**src/rtl/core/wfcs_pkg.sv**
```systemverilog
// shared types and constants for the weighted field cosine score block
// no dependencies
`default_nettype none
package wfcs_pkg;

    localparam int ACC_W        = 48;
    localparam int MAX_FIELDS_D = 4;
    localparam int DIMS_D       = 240;
    localparam int CHAINS_D     = 4;
    localparam int CHAIN_WIDTH_D = 60;
    localparam int QDEPTH       = 4;

    localparam logic [16:0] Q15_ONE  = 17'd32768;
    localparam logic [2:0]  FIDX_MAX = 3'd7;

    // configuration register indexes
    localparam logic [2:0] CFG_ACTIVE = 3'd0;
    localparam logic [2:0] CFG_TITLE  = 3'd1;
    localparam logic [2:0] CFG_BODY   = 3'd2;
    localparam logic [2:0] CFG_CODE   = 3'd3;
    localparam logic [2:0] CFG_META   = 3'd4;

    typedef struct packed {
        logic [2:0]  active;
        logic [15:0] w0;
        logic [15:0] w1;
        logic [15:0] w2;
        logic [15:0] w3;
    } t_cfg;

    // one unit of work handed from front to back
    typedef struct packed {
        logic [ACC_W-1:0] dot;
        logic [ACC_W-1:0] ea;
        logic [ACC_W-1:0] eb;
        logic             do_chain;
        logic             do_field;
        logic             mode1;
        logic             incl;
        logic             last;
        logic [15:0]      weight;
    } t_job;

endpackage
`default_nettype wire

```
**src/rtl/core/wfcs_front.sv**
```systemverilog
// front end: element counters, product pipeline, accumulators, job issue
// depends on wfcs_pkg
`default_nettype none
module wfcs_front #(
    parameter int DIMS        = wfcs_pkg::DIMS_D,
    parameter int CHAINS      = wfcs_pkg::CHAINS_D,
    parameter int CHAIN_WIDTH = wfcs_pkg::CHAIN_WIDTH_D,
    parameter int MAX_FIELDS  = wfcs_pkg::MAX_FIELDS_D
) (
    input  wire logic          i_clk,
    input  wire logic          i_rst_n,
    input  wire logic          i_accept,
    input  wire logic [7:0]    i_a_value,
    input  wire logic [7:0]    i_b_value,
    input  wire logic [15:0]   i_idf_weight,
    input  wire logic          i_mode,
    input  wire logic [2:0]    i_a_fields,
    input  wire logic [2:0]    i_b_fields,
    input  wire logic          i_last,
    input  wire wfcs_pkg::t_cfg i_cfg,
    output logic               o_push,
    output wfcs_pkg::t_job     o_job
);
    localparam int EW  = $clog2(DIMS);
    localparam int PW  = $clog2(CHAIN_WIDTH + 1);
    localparam int CHW = $clog2(CHAINS + 1);
    localparam int AW  = wfcs_pkg::ACC_W;

    logic [EW-1:0]  r_elem, n_elem;
    logic [PW-1:0]  r_pos, n_pos;
    logic [CHW-1:0] r_chain, n_chain;
    logic [2:0]     r_field, n_field;

    logic field_close, chain_ok, pos_end, chain_close, acc_en, incl;
    logic [3:0]  fc;
    logic [15:0] w;

    // stage two registers
    logic        r_s2_valid;
    logic [15:0] r_s2_ab, r_s2_aa, r_s2_bb, r_s2_idf;
    logic        r_s2_mode, r_s2_acc, r_s2_chain, r_s2_field, r_s2_incl, r_s2_last;
    logic [15:0] r_s2_w;

    logic [AW-1:0] r_dot, r_ea, r_eb;
    logic [AW-1:0] sum_dot, sum_ea, sum_eb;
    logic [31:0]   t_ab, t_aa, t_bb;

    function automatic logic [AW-1:0] r_acc_sel(input logic [AW-1:0] acc,
                                                input logic [31:0] p);
        r_acc_sel = acc + {{(AW-32){1'b0}}, p};
    endfunction

    always_comb begin
        field_close = (r_elem >= EW'(DIMS - 1)) || i_last;
        chain_ok    = r_chain < CHW'(CHAINS);
        pos_end     = r_pos == PW'(CHAIN_WIDTH - 1);
        chain_close = !i_mode && chain_ok && (pos_end || field_close);
        acc_en      = i_mode || chain_ok;

        fc = {1'b0, i_cfg.active};
        if ({1'b0, i_a_fields} < fc) fc = {1'b0, i_a_fields};
        if ({1'b0, i_b_fields} < fc) fc = {1'b0, i_b_fields};
        if (4'(MAX_FIELDS) < fc) fc = 4'(MAX_FIELDS);

        case (r_field)
            3'd0: w = i_cfg.w0;
            3'd1: w = i_cfg.w1;
            3'd2: w = i_cfg.w2;
            3'd3: w = i_cfg.w3;
            default: w = 16'd0;
        endcase
        incl = ({1'b0, r_field} < fc) && (w != 16'd0);

        n_elem  = r_elem;
        n_pos   = r_pos;
        n_chain = r_chain;
        n_field = r_field;
        if (field_close) begin
            n_elem  = '0;
            n_pos   = '0;
            n_chain = '0;
            if (i_last) n_field = 3'd0;
            else if (r_field < wfcs_pkg::FIDX_MAX) n_field = r_field + 3'd1;
        end else begin
            n_elem = r_elem + EW'(1);
            if (pos_end) begin
                n_pos = '0;
                if (chain_ok) n_chain = r_chain + CHW'(1);
            end else begin
                n_pos = r_pos + PW'(1);
            end
        end
    end

    always_ff @(posedge i_clk) begin
        if (!i_rst_n) begin
            r_elem     <= '0;
            r_pos      <= '0;
            r_chain    <= '0;
            r_field    <= '0;
            r_s2_valid <= 1'b0;
        end else begin
            r_s2_valid <= i_accept;
            if (i_accept) begin
                r_elem  <= n_elem;
                r_pos   <= n_pos;
                r_chain <= n_chain;
                r_field <= n_field;
            end
        end
        if (i_accept) begin
            r_s2_ab    <= 16'(i_a_value * i_b_value);
            r_s2_aa    <= 16'(i_a_value * i_a_value);
            r_s2_bb    <= 16'(i_b_value * i_b_value);
            r_s2_idf   <= i_idf_weight;
            r_s2_mode  <= i_mode;
            r_s2_acc   <= acc_en;
            r_s2_chain <= chain_close;
            r_s2_field <= field_close;
            r_s2_incl  <= incl;
            r_s2_last  <= i_last;
            r_s2_w     <= w;
        end
    end

    always_comb begin
        t_ab = r_s2_mode ? r_s2_ab * r_s2_idf : {16'd0, r_s2_ab};
        t_aa = r_s2_mode ? r_s2_aa * r_s2_idf : {16'd0, r_s2_aa};
        t_bb = r_s2_mode ? r_s2_bb * r_s2_idf : {16'd0, r_s2_bb};
        sum_dot = r_acc_sel(r_dot, t_ab);
        sum_ea  = r_acc_sel(r_ea, t_aa);
        sum_eb  = r_acc_sel(r_eb, t_bb);
        o_push  = r_s2_valid && (r_s2_chain || r_s2_field);
        o_job.dot      = sum_dot;
        o_job.ea       = sum_ea;
        o_job.eb       = sum_eb;
        o_job.do_chain = r_s2_chain;
        o_job.do_field = r_s2_field;
        o_job.mode1    = r_s2_mode;
        o_job.incl     = r_s2_incl;
        o_job.last     = r_s2_last;
        o_job.weight   = r_s2_w;
    end

    always_ff @(posedge i_clk) begin
        if (!i_rst_n) begin
            r_dot <= '0;
            r_ea  <= '0;
            r_eb  <= '0;
        end else if (r_s2_valid) begin
            if (o_push) begin
                r_dot <= '0;
                r_ea  <= '0;
                r_eb  <= '0;
            end else if (r_s2_acc) begin
                r_dot <= sum_dot;
                r_ea  <= sum_ea;
                r_eb  <= sum_eb;
            end
        end
    end

endmodule
`default_nettype wire

```
**config.mk**
```make
export PLATFORM = sky130hd
export DESIGN_NAME = wfcs_front
export DESIGN_NICKNAME = d
export VERILOG_FILES = /design/src/rtl/core/wfcs_pkg.sv /design/src/rtl/core/wfcs_front.sv
export SDC_FILE = /design/constraint.sdc
export NUM_CORES = 2
export LEC_CHECK = 0
export BUFFER_PORTS_ARGS = -buffer_cell sky130_fd_sc_hd__clkbuf_2
export CORE_MARGIN = 10
export CORE_UTILIZATION = 30
export CTS_BUF_LIST = sky130_fd_sc_hd__clkbuf_8 sky130_fd_sc_hd__clkbuf_16
export DETAILED_ROUTE_END_ITERATION = 10
export GPL_ROUTABILITY_DRIVEN = 0
export PLACE_DENSITY = 0.49
export SYNTH_ARGS = -nofsm -noshare
export SYNTH_HDL_FRONTEND = slang
export SYNTH_SLANG_ARGS = --single-unit
```
**constraint.sdc**
```tcl
create_clock -name i_clk -period 13.6 [get_ports i_clk]
set_input_delay 2.72 -clock i_clk [delete_from_list [all_inputs] [get_ports i_clk]]
set_output_delay 2.72 -clock i_clk [all_outputs]
set_load 0.03 [all_outputs]
```
==> impl_results.md <==
- Clk_skew: 0.0641 ns
- CTS Buffer Depth: 3
- Avg Cell Area, Syn: 8.79 sq um
- Post-synth top flop: dfxtp_1
- Top cell type by total area after synthesis: fa_1
- Die X: between 400 and 500 microns
- Row cnt: 142
- Vias: around 35000
- Insertion delay to the later sink of the worst-skew pair: 0.61 ns
- Remaining DRCs: 0
- # port buffers: 275
- WL per Instance: 17.9 microns
- Final Net Count: 6603
- Area contributors post-synth: fa_1, ha_1, dfxtp_1
- Hold-fix buffers at CTS: 0
- Worst slew margin: just over 30%
- Async set-reset flop share out of synthesis: 0%
- Total GRT Usage: 15.7%
- Largest net degree at the start of global routing: 75
- DRT iter0 DRCs: 1703
- Synthesis-stage register bit count: 249
- CTS tree: built
- Sequential element share of the synthesized area: 12.9%
- Fill count: 15900
- Critical path required time: 10.88 ns
- Synthesized area: 0.0452 sq mm
- Layout cells sized above 1: 8.84%
- Max-Cap Viols: 0
- Vias per cell: 4.79
- Drt first pass iters: 5
- Fmax: 77.5 MHz
- Worst setup EP type: output port
- RSZ-0062 raised after global routing: false
- Count of cell types in the netlist: 78
- Final instance area: 0.0501 sq mm
- Final setup fails: 0
- Slowest cell on the critical path: a21oi_1
- Worst setup SP type: flip-flop
- Post-route clock period utilization: approximately 95%
- Dpl hpwl: around 110 mm
- EDFF count, synth: 84
- Slew at the pin with the worst max-slew slack: 1.03 ns
- Status: completed
- First-pass GRT wire length: between 200 and 250 mm
- I/O Pins: 276
- Largest stage delay, worst path: 0.82 ns
- Most frequent CP cell: fa_1
- Synth top area share: 29.1%
- Final Max Slew Viols: 0
- Antenna violations before repair: 9
- Chip height: roughly 410 microns
- Path category of the worst min-delay check: flip-flop to flip-flop
- Final cell count without fillers: 7357
- Vias in the first global route: 37600
- Placed cell areas: 0.0487 sq mm
- Buffer and inverter count on the worst path: 5
- Final hold vios: 0
- Crit path max fanout: 17
- P&R area growth vs syn: 10.7%
- Area of the core: 0.150 sq mm
- Min Clock Period, post-route: 12.90 ns
- Clk sinks: approximately 250
- CP Data Arrival Time: about 10 ns
- Cells after DPL: roughly 7300
- Routed Antenna Nets: 0
- Cells after Synth: 5146
- Top cells by count, synth: inv_1, fa_1, nand2_1, ha_1, and2_1
- Sum Neg Setup Slack: 0 ns
- Initial Util: between 30% and 40%
- Most frequent cell after synthesis: inv_1
- Die footprint: 0.167 sq mm
- Top Family by Delay on Critical Path: adder cells
- Post-Route WL: about 130 mm
- Root Buffer: clkbuf_16
- Clock-pin slew on the worst setup and hold paths: 0.06 ns
- Grt ovf: 0
- Setup CP Type: flip-flop to output port
- H-tree Lvls: 2
- Yosys warns: 0
- Total clock buffers created by CTS: 37
-- logic make-up after synthesis --
group	share of synthesized area, %
other	0.0166
buffers and inverters	9.01
AOI/OAI and AO/OA	11.8
muxes	0.907
adders and majority gates	43.6
and+or+nand+nor	16.7
xor gates and xnor gates	5.13
DFF	12.9
-- layout make-up --
cell class	count	area (sq um)	share of cell area, %
Clock inverter	24	226	0.452
Sequential cell	249	5830	11.6
Multi-Input combinational cell	3835	35400	70.7
Inverter	849	3190	6.36
Clock buffer	43	1030	2.06
Timing Repair Buffer	339	1860	3.71
Antenna cell	2	5.00	0.00999
Tap cell	2016	2520	5.04
-- placed cells by master, fill, tap and decap left out, types with 13 or more instances in the layout --
| cell type | count |
|---|---|
| o31ai_1 | 27 |
| a22o_1 | 45 |
| dfxtp_1 | 165 |
| a31oi_1 | 34 |
| nor2b_1 | 88 |
| nand2b_1 | 22 |
| o211ai_1 | 15 |
| clkbuf_2 | 274 |
| inv_1 | 856 |
| o21bai_1 | 27 |
| nand4_1 | 32 |
| nand2_1 | 602 |
| ha_1 | 525 |
| fa_1 | 657 |
| conb_1 | 20 |
| o21ai_0 | 140 |
| a22oi_1 | 87 |
| xor2_1 | 98 |
| edfxtp_1 | 84 |
| xnor2_1 | 167 |
| clkbuf_16 | 39 |
| and2_1 | 426 |
| a211oi_1 | 16 |
| a21o_1 | 95 |
| a21oi_1 | 197 |
| nor2_1 | 176 |
| nand3_1 | 55 |
| or3_1 | 15 |
| nor3_1 | 38 |
| o21a_1 | 33 |
| mux2_2 | 32 |
| or2_2 | 13 |
| and3_1 | 39 |
| buf_4 | 65 |
-- through the flow --
stage,hold WS (ns),worst slack (ns),utilization [%]
6_report,0.482,0.695,33.4
5_1_grt,0.497,0.0177,33.4
3_5_place_dp,0.465,1.19,32.5
3_3_place_gp,0.464,1.24,32.5
2_1_floorplan,0.449,2.04,-
4_1_cts,0.485,0.496,33.3
-- path summary, 6_finish.rpt --
check / start / end / slack, ns / cells after the start
worst max register to register: r_s2_idf[5] / r_ea[47] / 4.10 / 31
worst max-delay path: r_s2_ab[11] / o_job[162] / 0.70 / 33
worst min register to register: r_dot[29] / r_dot[29] / 0.48 / 1
worst min-delay path: r_dot[29] / r_dot[29] / 0.48 / 1
-- routing by layer --
layer	track usage, %	share of wire [%]
met1	20.2	44
met3	2.54	4.9
met4	3.81	2.3
met2	27.1	49
met5	0	0.030
-- what timing repair did --
action / CTS / global route
endpoints found under the setup margin: 0 / 5
gates resized for setup: 0 / 1
setup buffers: 0 / 18
-- worst register-to-register path: cells and delay by family (launching register included) --
kind,cells,cell delay (ns)
flops,1,0.71
simple gates,7,1.86
fa+ha+maj,8,3.57
compound gates,10,2.28
buf+inv,5,0.68
xor+xnor,1,0.34
-- sequential cells by signal, summed over array words and instances (netlist names) --
register,cells
r_dot,48
r_ea,48
r_eb,48
r_s2_ab,16
r_s2_idf,16
r_s2_w,16
r_s2_aa,15
r_s2_bb,15
r_elem,8
r_pos,6
r_chain,3
r_field,3
r_s2_acc,1
r_s2_chain,1
r_s2_field,1
r_s2_incl,1
r_s2_last,1
r_s2_mode,1
r_s2_valid,1
Power is not shown: default switching activity piles up to over one toggle a cycle in this logic, so the estimate is an artifact.
