<file path="src/rtl/core/wfcs_pkg.sv">
// shared types and constants for the weighted field cosine score block
// no dependencies
`default_nettype none
package wfcs_pkg;

    localparam int ACC_W        = 48;
    localparam int MAX_FIELDS_D = 4;
    localparam int DIMS_D       = 240;
    localparam int CHAINS_D     = 4;
    localparam int CHAIN_WIDTH_D = 60;
    localparam int QDEPTH       = 4;

    localparam logic [16:0] Q15_ONE  = 17'd32768;
    localparam logic [2:0]  FIDX_MAX = 3'd7;

    // configuration register indexes
    localparam logic [2:0] CFG_ACTIVE = 3'd0;
    localparam logic [2:0] CFG_TITLE  = 3'd1;
    localparam logic [2:0] CFG_BODY   = 3'd2;
    localparam logic [2:0] CFG_CODE   = 3'd3;
    localparam logic [2:0] CFG_META   = 3'd4;

    typedef struct packed {
        logic [2:0]  active;
        logic [15:0] w0;
        logic [15:0] w1;
        logic [15:0] w2;
        logic [15:0] w3;
    } t_cfg;

    // one unit of work handed from front to back
    typedef struct packed {
        logic [ACC_W-1:0] dot;
        logic [ACC_W-1:0] ea;
        logic [ACC_W-1:0] eb;
        logic             do_chain;
        logic             do_field;
        logic             mode1;
        logic             incl;
        logic             last;
        logic [15:0]      weight;
    } t_job;

endpackage
`default_nettype wire

</file>
<file path="src/rtl/core/wfcs_back.sv">
// back end: shared root, multiply and divide sequencer, field and score totals
// depends on wfcs_pkg
`default_nettype none
module wfcs_back #(
    parameter int CHAINS = wfcs_pkg::CHAINS_D
) (
    input  wire logic           i_clk,
    input  wire logic           i_rst_n,
    input  wire logic           i_empty,
    input  wire wfcs_pkg::t_job i_job,
    output logic                o_pop,
    output logic                o_valid,
    output logic [15:0]         o_score
);
    localparam int AW  = wfcs_pkg::ACC_W;
    localparam int RW  = AW / 2;
    localparam int NW  = AW + 15;
    localparam int DCW = $clog2(NW + 1);
    localparam int SCW = $clog2(RW + 1);
    localparam int CSW = $clog2(CHAINS * 32768 + 1);
    // chain mean by reciprocal multiplication, exact over the whole sum range
    localparam int RK     = CSW + 3;
    localparam int RMUL_I = ((1 << RK) + CHAINS - 1) / CHAINS;
    localparam logic [RK:0] RMUL = RMUL_I[RK:0];

    localparam logic [3:0] S_IDLE  = 4'd0;
    localparam logic [3:0] S_CHK   = 4'd1;
    localparam logic [3:0] S_SQA   = 4'd2;
    localparam logic [3:0] S_SQB   = 4'd3;
    localparam logic [3:0] S_MUL   = 4'd4;
    localparam logic [3:0] S_DIV   = 4'd5;
    localparam logic [3:0] S_APPLY = 4'd6;
    localparam logic [3:0] S_FSEL  = 4'd7;
    localparam logic [3:0] S_FIELD = 4'd8;
    localparam logic [3:0] S_LAST  = 4'd9;

    localparam logic [1:0] DR_COS   = 2'd0;
    localparam logic [1:0] DR_SCORE = 2'd2;

    logic [3:0]        r_state;
    wfcs_pkg::t_job    r_job;
    logic [1:0]        r_dret;

    // square root
    logic [AW-1:0]  r_rad;
    logic [RW-1:0]  r_root, r_ra, r_rb;
    logic [RW+2:0]  r_rem;
    logic [SCW-1:0] r_scnt;
    logic [RW+2:0]  rem2, trial;

    // divider
    logic [NW-1:0]  r_num, r_quo;
    logic [AW-1:0]  r_den;
    logic [AW-1:0]  r_drem;
    logic [DCW-1:0] r_dcnt;
    logic [AW:0]    drem2;
    logic           dge;
    logic [16:0]    qclamp;

    logic [16:0]    r_cos, r_fcos;
    logic [CSW-1:0] r_csum;
    logic [CSW+RK:0] cmean_prod;
    logic [35:0]    r_wtot;
    logic [17:0]    r_wsum;
    logic           need_cos;

    always_comb begin
        rem2  = {r_rem[RW:0], r_rad[AW-1:AW-2]};
        trial = {1'b0, r_root, 2'b01};
        drem2 = {r_drem, r_num[NW-1]};
        dge   = drem2 >= {1'b0, r_den};
        qclamp = (r_quo > NW'(wfcs_pkg::Q15_ONE)) ? wfcs_pkg::Q15_ONE : r_quo[16:0];
        cmean_prod = r_csum * RMUL;
        need_cos = r_job.do_chain || (r_job.do_field && r_job.mode1 && r_job.incl);
        o_pop = (r_state == S_IDLE) && !i_empty;
    end

    always_ff @(posedge i_clk) begin
        if (!i_rst_n) begin
            r_state <= S_IDLE;
            r_csum  <= '0;
            r_wtot  <= '0;
            r_wsum  <= '0;
            o_valid <= 1'b0;
        end else begin
            o_valid <= 1'b0;
            case (r_state)
                S_IDLE: begin
                    if (!i_empty) begin
                        r_job   <= i_job;
                        r_state <= S_CHK;
                    end
                end
                S_CHK: begin
                    if (!need_cos) begin
                        r_state <= S_APPLY;
                    end else if (r_job.ea == '0 || r_job.eb == '0) begin
                        r_cos   <= '0;
                        r_state <= S_APPLY;
                    end else begin
                        r_rad   <= r_job.ea;
                        r_root  <= '0;
                        r_rem   <= '0;
                        r_scnt  <= SCW'(RW);
                        r_state <= S_SQA;
                    end
                end
                S_SQA, S_SQB: begin
                    if (r_scnt == '0) begin
                        if (r_state == S_SQA) begin
                            r_ra    <= r_root;
                            r_rad   <= r_job.eb;
                            r_root  <= '0;
                            r_rem   <= '0;
                            r_scnt  <= SCW'(RW);
                            r_state <= S_SQB;
                        end else begin
                            r_rb    <= r_root;
                            r_state <= S_MUL;
                        end
                    end else begin
                        r_rad  <= {r_rad[AW-3:0], 2'b00};
                        r_scnt <= r_scnt - SCW'(1);
                        if (rem2 >= trial) begin
                            r_rem  <= rem2 - trial;
                            r_root <= {r_root[RW-2:0], 1'b1};
                        end else begin
                            r_rem  <= rem2;
                            r_root <= {r_root[RW-2:0], 1'b0};
                        end
                    end
                end
                S_MUL: begin
                    r_den   <= r_ra * r_rb;
                    r_num   <= {r_job.dot, 15'd0};
                    r_drem  <= '0;
                    r_quo   <= '0;
                    r_dcnt  <= DCW'(NW);
                    r_dret  <= DR_COS;
                    r_state <= S_DIV;
                end
                S_DIV: begin
                    if (r_dcnt == '0) begin
                        case (r_dret)
                            DR_COS: begin
                                r_cos   <= qclamp;
                                r_state <= S_APPLY;
                            end
                            default: begin
                                o_valid <= 1'b1;
                                o_score <= qclamp[15:0];
                                r_wtot  <= '0;
                                r_wsum  <= '0;
                                r_state <= S_IDLE;
                            end
                        endcase
                    end else begin
                        r_num  <= {r_num[NW-2:0], 1'b0};
                        r_dcnt <= r_dcnt - DCW'(1);
                        r_drem <= dge ? AW'(drem2 - {1'b0, r_den}) : drem2[AW-1:0];
                        r_quo  <= {r_quo[NW-2:0], dge};
                    end
                end
                S_APPLY: begin
                    if (r_job.do_chain) r_csum <= r_csum + CSW'(r_cos);
                    r_state <= S_FSEL;
                end
                S_FSEL: begin
                    if (!r_job.do_field) begin
                        r_state <= S_IDLE;
                    end else if (r_job.mode1 || !r_job.incl) begin
                        r_fcos  <= r_cos;
                        r_state <= S_FIELD;
                    end else begin
                        r_fcos  <= 17'(cmean_prod >> RK);
                        r_state <= S_FIELD;
                    end
                end
                S_FIELD: begin
                    if (r_job.incl) begin
                        r_wtot <= r_wtot + 36'(r_job.weight * r_fcos);
                        r_wsum <= r_wsum + 18'(r_job.weight);
                    end
                    r_csum  <= '0;
                    r_state <= S_LAST;
                end
                S_LAST: begin
                    if (!r_job.last) begin
                        r_state <= S_IDLE;
                    end else if (r_wsum == '0) begin
                        o_valid <= 1'b1;
                        o_score <= '0;
                        r_wtot  <= '0;
                        r_state <= S_IDLE;
                    end else begin
                        r_num   <= NW'(r_wtot);
                        r_den   <= AW'(r_wsum);
                        r_drem  <= '0;
                        r_quo   <= '0;
                        r_dcnt  <= DCW'(NW);
                        r_dret  <= DR_SCORE;
                        r_state <= S_DIV;
                    end
                end
                default: r_state <= S_IDLE;
            endcase
        end
    end

    a_score_range: assert property (@(posedge i_clk) disable iff (!i_rst_n)
        o_valid |-> o_score <= 16'd32768)
        else $error("score above one");

    a_single_pulse: assert property (@(posedge i_clk) disable iff (!i_rst_n)
        o_valid |=> !o_valid)
        else $error("score strobe longer than one cycle");

    a_score_src: assert property (@(posedge i_clk) disable iff (!i_rst_n)
        o_valid |-> ($past(r_state) == S_DIV || $past(r_state) == S_LAST))
        else $error("score strobe from unexpected state");

endmodule
`default_nettype wire

</file>
<file path="config.mk">
export PLATFORM = sky130hd
export DESIGN_NAME = wfcs_back
export DESIGN_NICKNAME = d
export VERILOG_FILES = /design/src/rtl/core/wfcs_pkg.sv /design/src/rtl/core/wfcs_back.sv
export SDC_FILE = /design/constraint.sdc
export NUM_CORES = 2
export LEC_CHECK = 0
export ABC_CLOCK_PERIOD_IN_PS = 10650
export BUFFER_PORTS_ARGS = -buffer_cell sky130_fd_sc_hd__buf_2
export CORE_ASPECT_RATIO = 0.5
export CORE_MARGIN = 2
export CORE_UTILIZATION = 40
export DETAILED_ROUTE_END_ITERATION = 8
export SYNTH_ARGS = -nofsm -noshare
export SYNTH_HDL_FRONTEND = slang
export SYNTH_SLANG_ARGS = --single-unit
</file>
<file path="constraint.sdc">
create_clock -name i_clk -period 10.65 [get_ports i_clk]
set_input_delay 0.5325 -clock i_clk [delete_from_list [all_inputs] [get_ports i_clk]]
set_output_delay 0.5325 -clock i_clk [all_outputs]
set_load 0.03 [all_outputs]
</file>
==> impl_results.md <==
- Total power: 12.37 mW
- Layout area overhead: 9.333%
- Netlist Area Pre-Place: 59970 sq um
- Maximum VDD drop: 0.0002599 V
- H-tree levels: 3
- Sw Pwr: 4.976 mW
- R2R Setup Slk: 2780 ps
- CTS buffer count: 73
- P_leak: 29.58 nW
- CTS sink count: 671
- Clock power share: 22.1%
- Minimum clock period: 7868 ps
- Hold Vio Cnt, Final: 0
- WL/cell: 18.80 um
- Worst path buffer plus inverter count: 5
- Vias in the first global route: 43390
- Final worst-path cycle share: 73.88%
- Rel. slew slack: 12.74%
- Worst setup EP type: flop
- Max incr delay on CP: 1140 ps
- Number of I/O port buffers: 185
- IO Count: 186
- Clk root buf: clkbuf_16
- Worst hold start: i_job[129]
- PD cells: 188.6 nW/um^2
- Crit-path cells: nand2_1, fa_1, inv_1, fa_1, inv_1, fa_1, inv_1, fa_1, fa_1, fa_1, inv_1, fa_1, inv_1, ha_1, a21oi_1, o22ai_1, a2111oi_1, o2111ai_1, nand4_1, a31oi_1, a221oi_1, xor2_1, nor2_1
- Multiplexer share of the synthesized area: 1.072%
- Compound-Gate Fraction of Synth Area: 8.701%
- Slowest cell on the critical path: edfxtp_1
- Tightest Pin Transition: 1297 ps
- Post-synth EDFFs: 594
- CTS tree: built
- Synth Area in XOR/XNOR: 2.205%
- GR Overflow Total: 0
- Filler cells: 14170
- Row Count: 100
- GP Congestion: 0.8848
- Share of the synthesized area in the top cell type: 29.74%
- Detailed placement HPWL: 113300 um
- #FFs+latches synth: 671
- DRC viols: 0
- TNS Setup: 0 ps
- Final nets: 7298
- Power share of the sequential group: 28.4%
- Max Clock Skew: 37.81 ps
- Post-Route WL: 151500 um
- Initial drt markers: 2678
- CP Launch Type: flop
- GR Util All Layers: 20.27%
- Most frequent CP cell: fa_1
- Highest Clock Rate: 127.1 MHz
- CP delay by family, top: adder cells
- Post-synthesis adder-cell area fraction: 32.46%
- HP Class: input port to flop
- Switch share: 40.24%
- Max-Cap Viols: 0
- Internal: 7.391 mW
- Outcome: finished clean
- Gr busiest metal: met2
- Syn_nets: 7242
- Critical path class: flop to flop
- Vias after detailed routing: 41610
- Mapped Cells: 5954
- Routed Antenna Nets: 0
- Data required, critical path: 11030 ps
- Initial antenna violation count: 1
- Setup Fix Bufs, Post-CTS: 0
- Sequential area share after synthesis: 32.32%
- Share of cells above drive strength 1: 6.787%
- Ranking of synthesized cells by area: edfxtp_1 (30%), fa_1 (24%), ha_1 (8.2%), inv_1 (6.1%), nand2_1 (4.9%)
- Die area: 153200 sq um
- Largest net degree at the start of global routing: 97
- Setup violators final: 0
- Synth Warn #: 0
- Die H: 277.8 um
- Logic pwr share: 49.5%
- Fraction of registers with async set/reset: 0%
- GRT met2 Usage: 33.60%
- Fin. max-slew vios: 0
- Reg2reg start: r_ra[6]
- Avg Cell Area, Syn: 10.07 sq um
- RSZ-0062 raised after global routing: false
- Simple-gate area share of the yosys netlist: 15.33%
- Worst-path clk slew: 60 ps
- Met3 Resource Use GR: 2.497%
- Largest family of logic cells by synthesized area: adder cells
- Distinct cell type count after synthesis: 83
- Die width: 551.6 um
- CTS Hold Bufs: 23
- First-pass GRT wire length: 245400 um
- Vias/cell: 5.162
- First-pass DRT Iterations: 6
- Worst Setup SP: r_ra[6]
- Met1 GRT Util: 28.47%
- Clk Latency, worst-skew pair: 670 ps
- Cts repair resizes: 0
- Worst-path fanout max: 24
- Top FF cell, synth: edfxtp_1
- Initial Utilization: 40.31%
- Cell taking the most area after synthesis: edfxtp_1
- Maximum clock path buffer count: 3
- Core Area: 148800 sq um
- CP arrival: 8250 ps
[power groups by stage]
stage	combinational, mW	sequential (mW)	clock [mW]
2_1_floorplan	4.74	3.50	0
3_3_place_gp	6.11	3.56	0
3_5_place_dp	6.11	3.57	0
4_1_cts	6.17	3.51	2.80
5_1_grt	6.99	3.54	2.90
6_report	6.12	3.51	2.74
[area by class of cell]
type | count | area (sq um) | area share, %
multi-input combinational | 4029 | 35940 | 54.82
antenna | 1 | 2.502 | 0.003817
sequential | 671 | 19380 | 29.56
tap | 1989 | 2489 | 3.796
clock buffer | 89 | 1959 | 2.988
inverter | 977 | 3667 | 5.593
clock inverter | 46 | 591.8 | 0.9027
timing repair buffer | 258 | 1531 | 2.336
[cells by family after synthesis]
| logic type | Yosys count |
|---|---|
| compound gates | 794 |
| xor+xnor | 151 |
| fa+ha+maj | 1120 |
| buf+inv | 1254 |
| flops | 671 |
| mux | 62 |
| other cells | 1 |
| simple gates | 1901 |
[sequential cells by signal (all words and copies together), names as in the netlist, 4 cells and up]
signal   cells
r_job      165
r_num       63
r_quo       63
r_den       48
r_drem      48
r_rad       48
r_wtot      36
r_rem       25
r_ra        24
r_rb        24
r_root      24
r_csum      18
r_wsum      18
r_cos       17
r_fcos      17
o_score     16
r_dcnt       6
r_scnt       5
r_state      4
[layer usage]
layer | up-vias | share of wire [%]
met5 | - | 0
met4 | 0 | 1.9
met3 | 167 | 4.5
met2 | 908 | 48
met1 | 21010 | 46
li1 | 19530 | -
[worst paths after layout]
kind / to / depth (start not counted)
worst max-delay path: r_den[44] / 23
worst min-delay path: r_job[129] / 1
worst max register to register: r_den[44] / 23
worst min register to register: r_wtot[32] / 2
[cells in the final DEF, fill, tap and decap left out, types with 51 or more instances in the layout]
master	count
and2_1	421
a21oi_1	181
and3_1	118
clkbuf_16	75
edfxtp_1	594
nor2b_1	59
o21ai_0	139
inv_1	975
nor2_1	248
buf_2	185
ha_1	394
a31oi_1	61
a21o_1	96
xor2_1	66
xnor2_1	85
nand2_1	788
nand3_1	67
dfxtp_1	77
fa_1	726
a22oi_1	51
[Yosys cell counts, types with 25 or more instances]
cell / n
inv_1: 976
nand2_1: 790
fa_1: 726
edfxtp_1: 594
and2_1: 424
ha_1: 394
nor2_1: 253
clkbuf_1: 250
a21oi_1: 183
o21ai_0: 139
and3_1: 118
a21o_1: 96
xnor2_1: 85
dfxtp_1: 77
nand3_1: 67
xor2_1: 66
a31oi_1: 61
nor2b_1: 61
a22oi_1: 51
nor4_1: 51
mux2i_1: 44
nand4_1: 43
a211oi_1: 42
nor3_1: 36
a22o_1: 33
o21a_1: 25
[worst register-to-register path, delay by kind of cell (launching register included)]
kind | cells | cell delay [ps]
fa+ha+maj | 8 | 3900
compound gates | 6 | 1660
flops | 1 | 1140
simple gates | 3 | 470
buf+inv | 5 | 280
xor+xnor | 1 | 170
[per-stage QoR]
step                      std cells  util [%]  setup WS [ps]  hold slack [ps]  instance area [sq um]
after floorplan                5954         -          53.23            438.9                  59970
after global placement         7901     42.20           2957            459.2                  62780
after detailed placement       7901     42.20           2834            464.0                  62780
after CTS                      8059     44.07           2874            2.563                  65560
after global routing           8060     44.07           2375            11.81                  65560
final                          8060     44.07           2782            41.83                  65560
No activity file was read; power rests on OpenSTA's default activity.
