$ cat config.mk
export PLATFORM = sky130hd
export DESIGN_NAME = wfcs_queue
export DESIGN_NICKNAME = d
export VERILOG_FILES = /design/src/rtl/core/wfcs_pkg.sv /design/src/rtl/core/wfcs_queue.sv
export SDC_FILE = /design/constraint.sdc
export NUM_CORES = 1
export LEC_CHECK = 0
export ABC_AREA = 1
export ABC_CLOCK_PERIOD_IN_PS = 5950
export BUFFER_PORTS_ARGS = -buffer_cell sky130_fd_sc_hd__clkbuf_2
export CAP_MARGIN = 10
export CORE_UTILIZATION = 47
export DETAILED_ROUTE_END_ITERATION = 16
export PLACE_DENSITY = 0.74
export SLEW_MARGIN = 40
export SYNTH_ARGS = -nofsm -noshare
export SYNTH_HDL_FRONTEND = slang
export SYNTH_SLANG_ARGS = --single-unit
$ cat constraint.sdc
create_clock -name i_clk -period 5.95 [get_ports i_clk]
set_input_delay 1.19 -clock i_clk [delete_from_list [all_inputs] [get_ports i_clk]]
set_output_delay 1.19 -clock i_clk [all_outputs]
set_load 0.02 [all_outputs]
$ cat src/rtl/core/wfcs_pkg.sv
// shared types and constants for the weighted field cosine score block
// no dependencies
`default_nettype none
package wfcs_pkg;

    localparam int ACC_W        = 48;
    localparam int MAX_FIELDS_D = 4;
    localparam int DIMS_D       = 240;
    localparam int CHAINS_D     = 4;
    localparam int CHAIN_WIDTH_D = 60;
    localparam int QDEPTH       = 4;

    localparam logic [16:0] Q15_ONE  = 17'd32768;
    localparam logic [2:0]  FIDX_MAX = 3'd7;

    // configuration register indexes
    localparam logic [2:0] CFG_ACTIVE = 3'd0;
    localparam logic [2:0] CFG_TITLE  = 3'd1;
    localparam logic [2:0] CFG_BODY   = 3'd2;
    localparam logic [2:0] CFG_CODE   = 3'd3;
    localparam logic [2:0] CFG_META   = 3'd4;

    typedef struct packed {
        logic [2:0]  active;
        logic [15:0] w0;
        logic [15:0] w1;
        logic [15:0] w2;
        logic [15:0] w3;
    } t_cfg;

    // one unit of work handed from front to back
    typedef struct packed {
        logic [ACC_W-1:0] dot;
        logic [ACC_W-1:0] ea;
        logic [ACC_W-1:0] eb;
        logic             do_chain;
        logic             do_field;
        logic             mode1;
        logic             incl;
        logic             last;
        logic [15:0]      weight;
    } t_job;

endpackage
`default_nettype wire

$ cat src/rtl/core/wfcs_queue.sv
// short job queue between front and back
// depends on wfcs_pkg
`default_nettype none
module wfcs_queue (
    input  wire logic           i_clk,
    input  wire logic           i_rst_n,
    input  wire logic           i_push,
    input  wire wfcs_pkg::t_job i_job,
    input  wire logic           i_pop,
    output wfcs_pkg::t_job      o_job,
    output logic                o_empty,
    output logic                o_nearly_full
);
    localparam int D  = wfcs_pkg::QDEPTH;
    localparam int PW = $clog2(D);
    localparam int CW = $clog2(D + 1);

    wfcs_pkg::t_job r_mem [D];
    logic [PW-1:0]  r_wr, r_rd;
    logic [CW-1:0]  r_cnt;

    assign o_job         = r_mem[r_rd];
    assign o_empty       = r_cnt == '0;
    // leaves room for the item in the product stage and the one being taken
    assign o_nearly_full = r_cnt >= CW'(D - 2);

    always_ff @(posedge i_clk) begin
        if (!i_rst_n) begin
            r_wr  <= '0;
            r_rd  <= '0;
            r_cnt <= '0;
        end else begin
            if (i_push) r_wr <= r_wr + PW'(1);
            if (i_pop)  r_rd <= r_rd + PW'(1);
            if (i_push && !i_pop) r_cnt <= r_cnt + CW'(1);
            else if (!i_push && i_pop) r_cnt <= r_cnt - CW'(1);
        end
        if (i_push) r_mem[r_wr] <= i_job;
    end

    a_no_overflow: assert property (@(posedge i_clk) disable iff (!i_rst_n)
        !(i_push && !i_pop && r_cnt == CW'(D)))
        else $error("job queue overflow");

endmodule
`default_nettype wire

==> results of run 1 <==
-- worst max path at each step --
stage	start	to	slack, ns	depth (start not counted)
2_1_floorplan	i_push	r_mem[2][0]$_DFFE_PP_	1.04	2
3_3_place_gp	flop	o_job[68]	2.39	5
3_5_place_dp	flop	o_job[71]	2.30	5
4_1_cts	flop	o_job[118]	1.64	5
5_1_grt	flop	o_job[70]	1.38	5
6_report	flop	o_job[94]	1.63	5
-- through the flow --
| stage | hold WS (ns) | cells | setup slack (ns) | cell area [sq um] |
|---|---|---|---|---|
| 6_report | 0.4497 | 2707 | 1.626 | 29150 |
| 2_1_floorplan | 0.4115 | 1653 | 1.037 | 24910 |
| 5_1_grt | 0.4635 | 2706 | 1.377 | 29140 |
| 3_3_place_gp | 0.4200 | 2582 | 2.386 | 26930 |
| 4_1_cts | 0.4473 | 2704 | 1.636 | 29130 |
| 3_5_place_dp | 0.4262 | 2582 | 2.301 | 26930 |
-- worst max-delay path, cell delays in order (launching register included) --
cell and delay, ns:
dfxtp_4 0.84, inv_8 0.37, buf_12 0.34, o21ai_0 0.37, o22ai_1 0.11, clkbuf_2 0.18
-- state kept, by name, summed over array words and instances, names as in the netlist, named ones only --
signal	cells
r_rd	2
r_cnt	3
r_wr	2
r_mem	660
-- power groups by stage --
| stage | Clock, uW | Sequential (uW) | Combinational (uW) |
|---|---|---|---|
| floorplan | 0 | 5550 | 647 |
| global placement | 0 | 5540 | 997 |
| detailed placement | 0 | 5550 | 1030 |
| CTS | 4250 | 5450 | 1030 |
| global route | 4420 | 5460 | 1110 |
| finish | 4170 | 5450 | 1020 |
-- area by class of cell --
cell class	instances	area (sq um)
inverter	16	97.59
clock buffer	82	1797
antenna	3	7.507
fill	4052	23300
multi-input combinational	859	4129
sequential	669	20010
tap	688	860.8
clock inverter	40	401.6
timing repair buffer	350	1847
-- metal layers --
layer | wire length, um | up-vias | share of wire (%) | track usage, %
met5 | 38 | - | 0.069 | 0
met2 | 27060 | 561 | 49 | 32.25
met3 | 4792 | 100 | 8.7 | 6.041
li1 | - | 6902 | - | -
met1 | 21700 | 7418 | 40 | 24.76
met4 | 1261 | 6 | 2.3 | 7.484
-- kinds of logic after synthesis --
family / after synthesis
flip-flops: 669
adder cells (fa/ha/maj): 6
AND/OR/NAND/NOR: 348
buffers and inverters: 125
AO/OA/AOI/OAI: 505
-- layout by cell type (no fill, tap or decap), drive strengths merged, types with 3 or more instances in the layout --
cell type / count
a21oi: 4
buf: 15
bufinv: 7
clkbuf: 417
clkinv: 28
clkinvlp: 4
dfxtp: 9
diode: 3
edfxtp: 660
ha: 5
inv: 17
nand2: 9
nor2: 336
o21ai: 336
o22ai: 165
==> run_results.csv, run 1 <==
group,metric,value,unit
route,antenna_left,0,
clock_network,cts_inserted_buffers,68,
power_and_ir_drop,peakVddDrop,0.2795,mV
floorplan,ioPinCount,336,
worst_setup_path,worstRegToRegCells,5,
global_routing,grt_max_degree,145,
clock_network,cts.clk_slew.worst_paths,0.06,ns
sta,fin_crit_sh,72.66,%
synthesis,yosysUniqueCellTypes,20,
synthesis,ys_warn_count,0,
floorplan,dieArea,0.05392,sq mm
status,status,"complete, no violations",
floorplan,die_h,232.2,um
worst_setup_path,r2r_slack,3.58,ns
synthesis,yosys-top-cells-area,"edfxtp_1 80%, o21ai_0 5.4%, nor2_1 5.1%",
floorplan,coreArea,0.05245,sq mm
clock_network,clock_path_buffers,3,
synthesis,synth_seq_cells,669,
clock_network,tritoncts,"built",
worst_setup_path,reg2reg_from,"r_wr[0]$_SDFFE_PN0P_",
route,wire_per_inst,20.27,um
cells_and_area,fin_util,55.58,%
worst_setup_path,worstPathArrival,3.13,ns
sta,hold_viol_final,0,
power_and_ir_drop,p_clk_share,39.2,%
synthesis,synth-compound-area-share,10.98,%
floorplan,initial_core_util,47.49,%
power_and_ir_drop,seq_power_share,51.2,%
synthesis,muxShareOfSynthArea,0,%
synthesis,synth_common_cells,"660 x edfxtp_1, 336 x nor2_1, 269 x o21ai_0",
synthesis,synth_flop_cell,"edfxtp_1",
hold_path,whs_path_depth,1,
synthesis,syn-cell-area,0.02491,sq mm
cells_and_area,area_growth_syn_to_layout,17.01,%
worst_setup_path,worstSetupEndpointType,"primary output",
synthesis,ys_seq_area_share,80.29,%
power_and_ir_drop,p_leak,0.01014,uW
worst_setup_path,criticalPathCategory,"reg2out",
hold_path,min_from,"r_rd[1]$_SDFFE_PN0P_",
synthesis,synth.avg_cell_area,15.07,sq um
worst_setup_path,crit_fanout,144,
power_and_ir_drop,comb_power_share,9.6,%
power_and_ir_drop,sw_frac_of_total,23.54,%
synthesis,synthArstFlopShare,0,%
sta,timing.fmax,231.3,MHz
sta,max_slew.worst_pin.slew,0.8242,ns
clock_network,ctsRootBufferMaster,"clkbuf_16",
sta,setup_viol,0,
synthesis,yosysMostFrequentCell,"edfxtp_1",
worst_setup_path,reg2reg_to,"r_mem[0][144]$_DFFE_PP_",
worst_setup_path,worstPathRequired,4.76,ns
job,maxCapViolCount,0,
synthesis,yosys.area_share.adder,0.3315,%
synthesis,synth_top_family_by_area,"compound AO/OA/AOI/OAI gates",
cells_and_area,fin_nets,2139,
global_routing,grt_usage,19.78,%
sta,rsz0062_at_grt,"no",
synthesis,synth_xor_area_share,0,%
synthesis,postSynthCellCount,1653,
power_and_ir_drop,cellPowerDensity,365.1,mW/mm^2
route,vias,14990,
route,drcViolationCount,0,
floorplan,rows,84,
sta,final_max_slew_viol_count,0,
power_and_ir_drop,p_sw,2506,uW
worst_setup_path,startpoint_type,"flop",
global_routing,grt_overflow,0,
floorplan,die_w,232.2,um
place,hpwl,29970,um
global_routing,grt_pass1_wl,81810,um
route,drtIter0Drc,1104,
clock_network,numClockSinks,669,
clock_network,cts_resized,0,
sta,min_period,4.324,ns
clock_network,htreeDepth,3,
global_routing,antenna_found_initial,7,
place,io_buffers,335,
sta,fin_worst_skew,0.02642,ns
hold_path,hp-class,"reg2reg",
route,first_pass_iters,5,
clock_network,clock_latency,0.59,ns
synthesis,synth.largest_area_cell,"edfxtp_1",
synthesis,synth-simple-area-share,5.269,%
synthesis,synth_nets,1828,
global_routing,grt_pass1_vias,14880,
synthesis,yosysTopAreaCellShare,79.57,%
sta,fin_setup_tns,0,ns
synthesis,synth-edff-count,660,
clock_network,post_cts_buffers,0,
power_and_ir_drop,total_power,10640,uW
clock_network,hold_buffers,0,
sta,slew_headroom,45.05,%
power_and_ir_drop,internal_power,8137,uW
route,via_per_inst,5.536,
place,place_congestion,0.7536,
route,wl,54860,um
cells_and_area,drive_gt1_share,22.42,%
No activity file was read; power rests on OpenSTA's default activity.
==> inputs of run 2 (changes only) <==
--- a/config.mk
+++ b/config.mk
@@ -6,12 +6,12 @@
 export NUM_CORES = 1
 export LEC_CHECK = 0
 export ABC_AREA = 1
-export ABC_CLOCK_PERIOD_IN_PS = 5950
+export ABC_CLOCK_PERIOD_IN_PS = 3500
 export BUFFER_PORTS_ARGS = -buffer_cell sky130_fd_sc_hd__clkbuf_2
 export CAP_MARGIN = 10
 export CORE_UTILIZATION = 47
 export DETAILED_ROUTE_END_ITERATION = 16
-export PLACE_DENSITY = 0.74
+export PLACE_DENSITY = 0.77
 export SLEW_MARGIN = 40
 export SYNTH_ARGS = -nofsm -noshare
 export SYNTH_HDL_FRONTEND = slang
==> constraint.sdc (replaced) <==
create_clock -name i_clk -period 3.5 [get_ports i_clk]
set_input_delay 0.7 -clock i_clk [delete_from_list [all_inputs] [get_ports i_clk]]
set_output_delay 0.7 -clock i_clk [all_outputs]
set_load 0.02 [all_outputs]
==> run 2 against run 1 <==
  * Global-route usage increased by 0.29 points
  * Critical path type unchanged
  * Highest routed layer unchanged
  * Die area stayed put
  * Clock power rose by 78%
  * Largest power group unchanged
  * Routed wire length is 0.99% higher
  * Critical endpoint is now o_job[105]
  * Clock skew down 0.0066 ns
  * Worst hold slack got worse by 0.13 ns
==> run_results.csv, run 2 (same netlist as run 1, synthesis figures left out) <==
group,metric,value,unit
worst_setup_path,slowest_delay,0.59,ns
hold_path,hp-class,"in2reg",
floorplan,initial_core_util,47.49,%
cells_and_area,final_cells,2726,
sta,fin_crit_sh,92.14,%
worst_setup_path,worstSetupEndpointType,"primary output",
route,wl,55400,um
route,antenna_left,0,
place,hpwl,32180,um
global_routing,grt_pass1_vias,14790,
sta,fin_worst_skew,0.01983,ns
cells_and_area,area_growth_syn_to_layout,19.04,%
hold_path,hold_path_end,"r_mem[3][159]$_DFFE_PP_",
cells_and_area,drive_gt1_share,23.76,%
global_routing,antenna_found_initial,5,
power_and_ir_drop,p_leak,0.01035,uW
clock_network,clock_path_buffers,3,
clock_network,cts.clk_slew.worst_paths,0.06,ns
place,numPlacedInstances,2604,
route,drcViolationCount,0,
worst_setup_path,crit_fanout,151,
global_routing,grt_max_degree,153,
power_and_ir_drop,peakVddDrop,0.5581,mV
clock_network,cts_resized,0,
cells_and_area,fin_util,56.54,%
power_and_ir_drop,total_power,18500,uW
route,via_per_inst,5.549,
cells_and_area,fin_area,0.02965,sq mm
job,maxCapViolCount,0,
worst_setup_path,criticalPathCategory,"reg2out",
place,place_congestion,0.8000,
place,placed_cell_area,0.02734,sq mm
cells_and_area,layout.cells.most_common,"edfxtp_1",
cells_and_area,fin_nets,2160,
worst_setup_path,crit_chain,"buf_12 -> o21ai_0 -> o22ai_1 -> clkbuf_2",
sta,timing.fmax,310.1,MHz
sta,hold_viol_final,0,
clock_network,cts_inserted_buffers,67,
worst_setup_path,worstRegToRegCells,6,
cells_and_area,final_cell_mix,"660 x edfxtp_1, 336 x nor2_1, 335 x clkbuf_2",
power_and_ir_drop,cellPowerDensity,624.0,mW/mm^2
route,first_pass_iters,5,
sta,setup_viol,0,
clock_network,post_cts_buffers,0,
sta,max_slew.worst_pin.slew,0.7122,ns
hold_path,min_from,"i_job[159]",
sta,rsz0062_at_grt,"no",
clock_network,tritoncts,"built",
floorplan,coreArea,0.05245,sq mm
status,status,"complete, no violations",
worst_setup_path,worstPathRequired,2.80,ns
floorplan,ioPinCount,336,
hold_path,whs_path_depth,1,
clock_network,htreeDepth,3,
global_routing,grt_overflow,0,
floorplan,die_w,232.2,um
clock_network,clock_latency,0.59,ns
sta,final_max_slew_viol_count,0,
worst_setup_path,r2r_slack,1.44,ns
route,vias,15130,
worst_setup_path,cp.buffers_inverters,2,
floorplan,die_h,232.2,um
route,drtIter0Drc,1312,
global_routing,grt_pass1_wl,82010,um
route,wire_per_inst,20.32,um
sta,fin_setup_tns,0,ns
worst_setup_path,reg2reg_to,"r_mem[2][19]$_DFFE_PP_",
cells_and_area,reg.largest.list,"r_mem: 660 flops, r_cnt: 3 flops",
floorplan,dieArea,0.05392,sq mm
worst_setup_path,startpoint_type,"flop",
worst_setup_path,worstPathArrival,2.52,ns
sta,slew_headroom,52.52,%
clock_network,ctsRootBufferMaster,"clkbuf_16",
cells_and_area,largest_reg_flops,660,
cells_and_area,largest-register,"r_mem",
global_routing,grt_usage,20.07,%
sta,min_period,3.225,ns
floorplan,rows,84,
worst_setup_path,crit_family,"buffers and inverters",
worst_setup_path,reg2reg_from,"r_wr[0]$_SDFFE_PN0P_",
clock_network,hold_buffers,0,
clock_network,numClockSinks,669,
place,io_buffers,335,
worst_setup_path,crit_slowest_cell,"dfxtp_4",
==> run 2: layout make-up <==
type | instances | area, sq um
multi-input combinational | 859 | 4199
timing repair buffer | 372 | 2192
antenna | 5 | 12.51
clock buffer | 80 | 1810
clock inverter | 37 | 485.5
fill | 3937 | 22790
inverter | 16 | 85.08
tap | 688 | 860.8
sequential | 669 | 20010
==> run 2: layer usage <==
metal  wire length [um]  GRT usage (%)  vias up  share of wire, %
met2              27840          33.43      579                50
met3               3966          4.580       99               7.2
met5                 16              0        -             0.029
met4               1541          8.368        2               2.8
li1                   -              -     6942                 -
met1              22040          25.25     7504                40
==> run 2: worst max path at each step <==
stage | end | cells after the start | slack [ns] | from
6_report | o_job[105] | 4 | 0.28 | flop
5_1_grt | o_job[44] | 4 | 0.13 | flop
4_1_cts | o_job[44] | 4 | 0.23 | flop
3_5_place_dp | o_job[44] | 4 | 0.90 | flop
3_3_place_gp | o_job[44] | 4 | 0.95 | flop
2_1_floorplan | r_mem[1][0]$_DFFE_PP_ | 2 | -0.07 | i_push
==> run 2: per-stage QoR <==
step           hold slack (ns)  setup slack (ns)
3_3_place_gp            0.4170            0.9501
6_report                0.3189            0.2751
4_1_cts                 0.2737            0.2328
2_1_floorplan           0.4115          -0.06697
3_5_place_dp            0.4254            0.9009
5_1_grt                 0.2909            0.1273
==> run 2: where the power goes <==
part	switching [uW]	total (uW)	leakage [uW]	internal (uW)
clock	2860	7430	0.00111	4570
combinational	1300	1820	0.00309	526
sequential	91.4	9250	0.00614	9160
==> inputs of run 3 (changes only) <==
--- a/config.mk
+++ b/config.mk
@@ -10,6 +10,7 @@
 export BUFFER_PORTS_ARGS = -buffer_cell sky130_fd_sc_hd__clkbuf_2
 export CAP_MARGIN = 10
 export CORE_UTILIZATION = 47
+export CTS_BUF_LIST = sky130_fd_sc_hd__clkbuf_16
 export DETAILED_ROUTE_END_ITERATION = 16
 export PLACE_DENSITY = 0.77
 export SLEW_MARGIN = 40
==> run 3 against run 2 <==
  * Combinational power about the same
  * Cell count about the same
  * Design area about the same
  * Sequential power is essentially flat
  * Critical path type unchanged
  * Largest cell class unchanged
==> run_results.csv, run 3 (same netlist as run 1, synthesis figures left out) <==
group,metric,value,unit
status,status,"complete, no violations",
cells_and_area,final_cells,2725,
worst_setup_path,worstRegToRegCells,6,
clock_network,cts_inserted_buffers,67,
clock_network,cts_resized,0,
power_and_ir_drop,p_leak,0.01038,uW
sta,final_max_slew_viol_count,0,
clock_network,tritoncts,"built",
global_routing,grt_pass1_wl,82010,um
place,io_buffers,335,
sta,holdWs,0.3191,ns
route,first_pass_iters,6,
clock_network,clock_path_buffers,3,
place,numPlacedInstances,2604,
cells_and_area,largest-register,"r_mem",
global_routing,antenna_found_initial,5,
place,place_congestion,0.8000,
worst_setup_path,reg2reg_to,"r_mem[2][19]$_DFFE_PP_",
floorplan,initial_core_util,47.49,%
floorplan,coreArea,0.05245,sq mm
power_and_ir_drop,peakVddDrop,0.5574,mV
cells_and_area,layout.cells.most_common,"edfxtp_1",
sta,min_period,3.237,ns
cells_and_area,fillers,3937,
worst_setup_path,cp.buffers_inverters,2,
cells_and_area,final-seq-area,0.02001,sq mm
worst_setup_path,worstPathRequired,2.80,ns
worst_setup_path,crit_slowest_cell,"dfxtp_4",
global_routing,grt_overflow,0,
worst_setup_path,criticalPathCategory,"reg2out",
floorplan,die_h,232.2,um
worst_setup_path,worstSetupEndpointType,"primary output",
worst_setup_path,slowest_delay,0.59,ns
place,hpwl,32180,um
sta,fin_worst_skew,0.02065,ns
hold_path,hold_path_end,"r_mem[3][159]$_DFFE_PP_",
worst_setup_path,startpoint_type,"flop",
worst_setup_path,reg2reg_from,"r_wr[0]$_SDFFE_PN0P_",
cells_and_area,multiInputGateArea,0.004199,sq mm
clock_network,clock_latency,0.59,ns
route,drcViolationCount,0,
cells_and_area,fin_util,56.53,%
sta,max_slew.worst_pin.slew,0.7030,ns
cells_and_area,fin_nets,2160,
worst_setup_path,crit_family,"buffers and inverters",
route,wl,55480,um
cells_and_area,final_cell_mix,"660 x edfxtp_1, 336 x nor2_1, 335 x clkbuf_2",
hold_path,whs_path_depth,1,
global_routing,grt_max_degree,153,
global_routing,grt_usage,20.07,%
floorplan,die_w,232.2,um
floorplan,dieArea,0.05392,sq mm
power_and_ir_drop,total_power,18480,uW
cells_and_area,drive_gt1_share,23.76,%
hold_path,hp-class,"in2reg",
power_and_ir_drop,cellPowerDensity,623.1,mW/mm^2
hold_path,min_from,"i_job[159]",
clock_network,numClockSinks,669,
sta,fin_setup_tns,0,ns
sta,timing.fmax,309.0,MHz
worst_setup_path,crit_chain,"buf_12 -> o21ai_0 -> o22ai_1 -> clkbuf_2",
global_routing,grt_pass1_vias,14790,
clock_network,ctsRootBufferMaster,"clkbuf_16",
cells_and_area,largest_reg_flops,660,
sta,rsz0062_at_grt,"no",
clock_network,htreeDepth,3,
cells_and_area,area_growth_syn_to_layout,19.03,%
sta,fin_crit_sh,92.48,%
worst_setup_path,r2r_slack,1.44,ns
sta,hold_viol_final,0,
floorplan,ioPinCount,336,
route,antenna_left,0,
worst_setup_path,worstPathArrival,2.54,ns
clock_network,hold_buffers,0,
route,vias,15160,
cells_and_area,reg.largest.list,"r_mem: 660 flops, r_cnt: 3 flops",
worst_setup_path,crit_fanout,152,
route,drtIter0Drc,1323,
job,maxCapViolCount,0,
floorplan,rows,84,
clock_network,post_cts_buffers,0,
clock_network,cts.clk_slew.worst_paths,0.06,ns
sta,slew_headroom,53.13,%
route,wire_per_inst,20.36,um
route,via_per_inst,5.561,
sta,setup_viol,0,
[run 3: cell types whose count changed in the layout (fill, tap and decap cells not counted), sizes merged]
cell / previous run / this run
diode: 5 / 4
clkbuf: 415 / 406
inv: 14 / 23
[run 3: cell type report]
class	instances	area share, %
Antenna cell	4	0.03376
Clock buffer	71	5.992
Clock inverter	46	1.751
Inverter	16	0.2870
Multi-Input combinational cell	859	14.16
Sequential cell	669	67.48
Tap cell	688	2.903
Timing Repair Buffer	372	7.393
[run 3: layer usage]
metal | vias to the layer above | part of all wire [%] | global-route usage, %
met2 | 609 | 50 | 33.43
met4 | 2 | 2.8 | 8.368
met3 | 103 | 7.5 | 4.580
met5 | - | 0.029 | 0
met1 | 7502 | 39 | 25.25
li1 | 6939 | - | -
[run 3: worst max-delay path by stage]
stage,startpoint,end,slack [ns],depth (start not counted)
detailed placement,flop,o_job[44],0.90,4
floorplan,i_push,r_mem[1][0]$_DFFE_PP_,-0.07,2
CTS,flop,o_job[44],0.23,4
finish,flop,o_job[44],0.26,4
global route,flop,o_job[44],0.13,4
global placement,flop,o_job[44],0.95,4
[run 3: report_power, final]
group	total [uW]	internal (uW)	leakage [uW]	switching [uW]
combinational	1820	526	0.00309	1300
sequential	9250	9160	0.00614	91.4
clock	7400	4540	0.00115	2860
[run 3: worst register-to-register path, delay by kind of cell, from the launching register on]
| kind | cells | cell delay, ns |
|---|---|---|
| buffers and inverters | 4 | 1.15 |
| AND/OR/NAND/NOR | 1 | 0.07 |
| adder cells (fa/ha/maj) | 1 | 0.23 |
| flip-flops | 1 | 0.35 |
[run 3: stage by stage]
step	setup slack, ns	cell area [sq um]
finish	0.2633	29650
global route	0.1273	29650
CTS	0.2328	29640
detailed placement	0.9009	27340
global placement	0.9501	27340
floorplan	-0.06697	24990
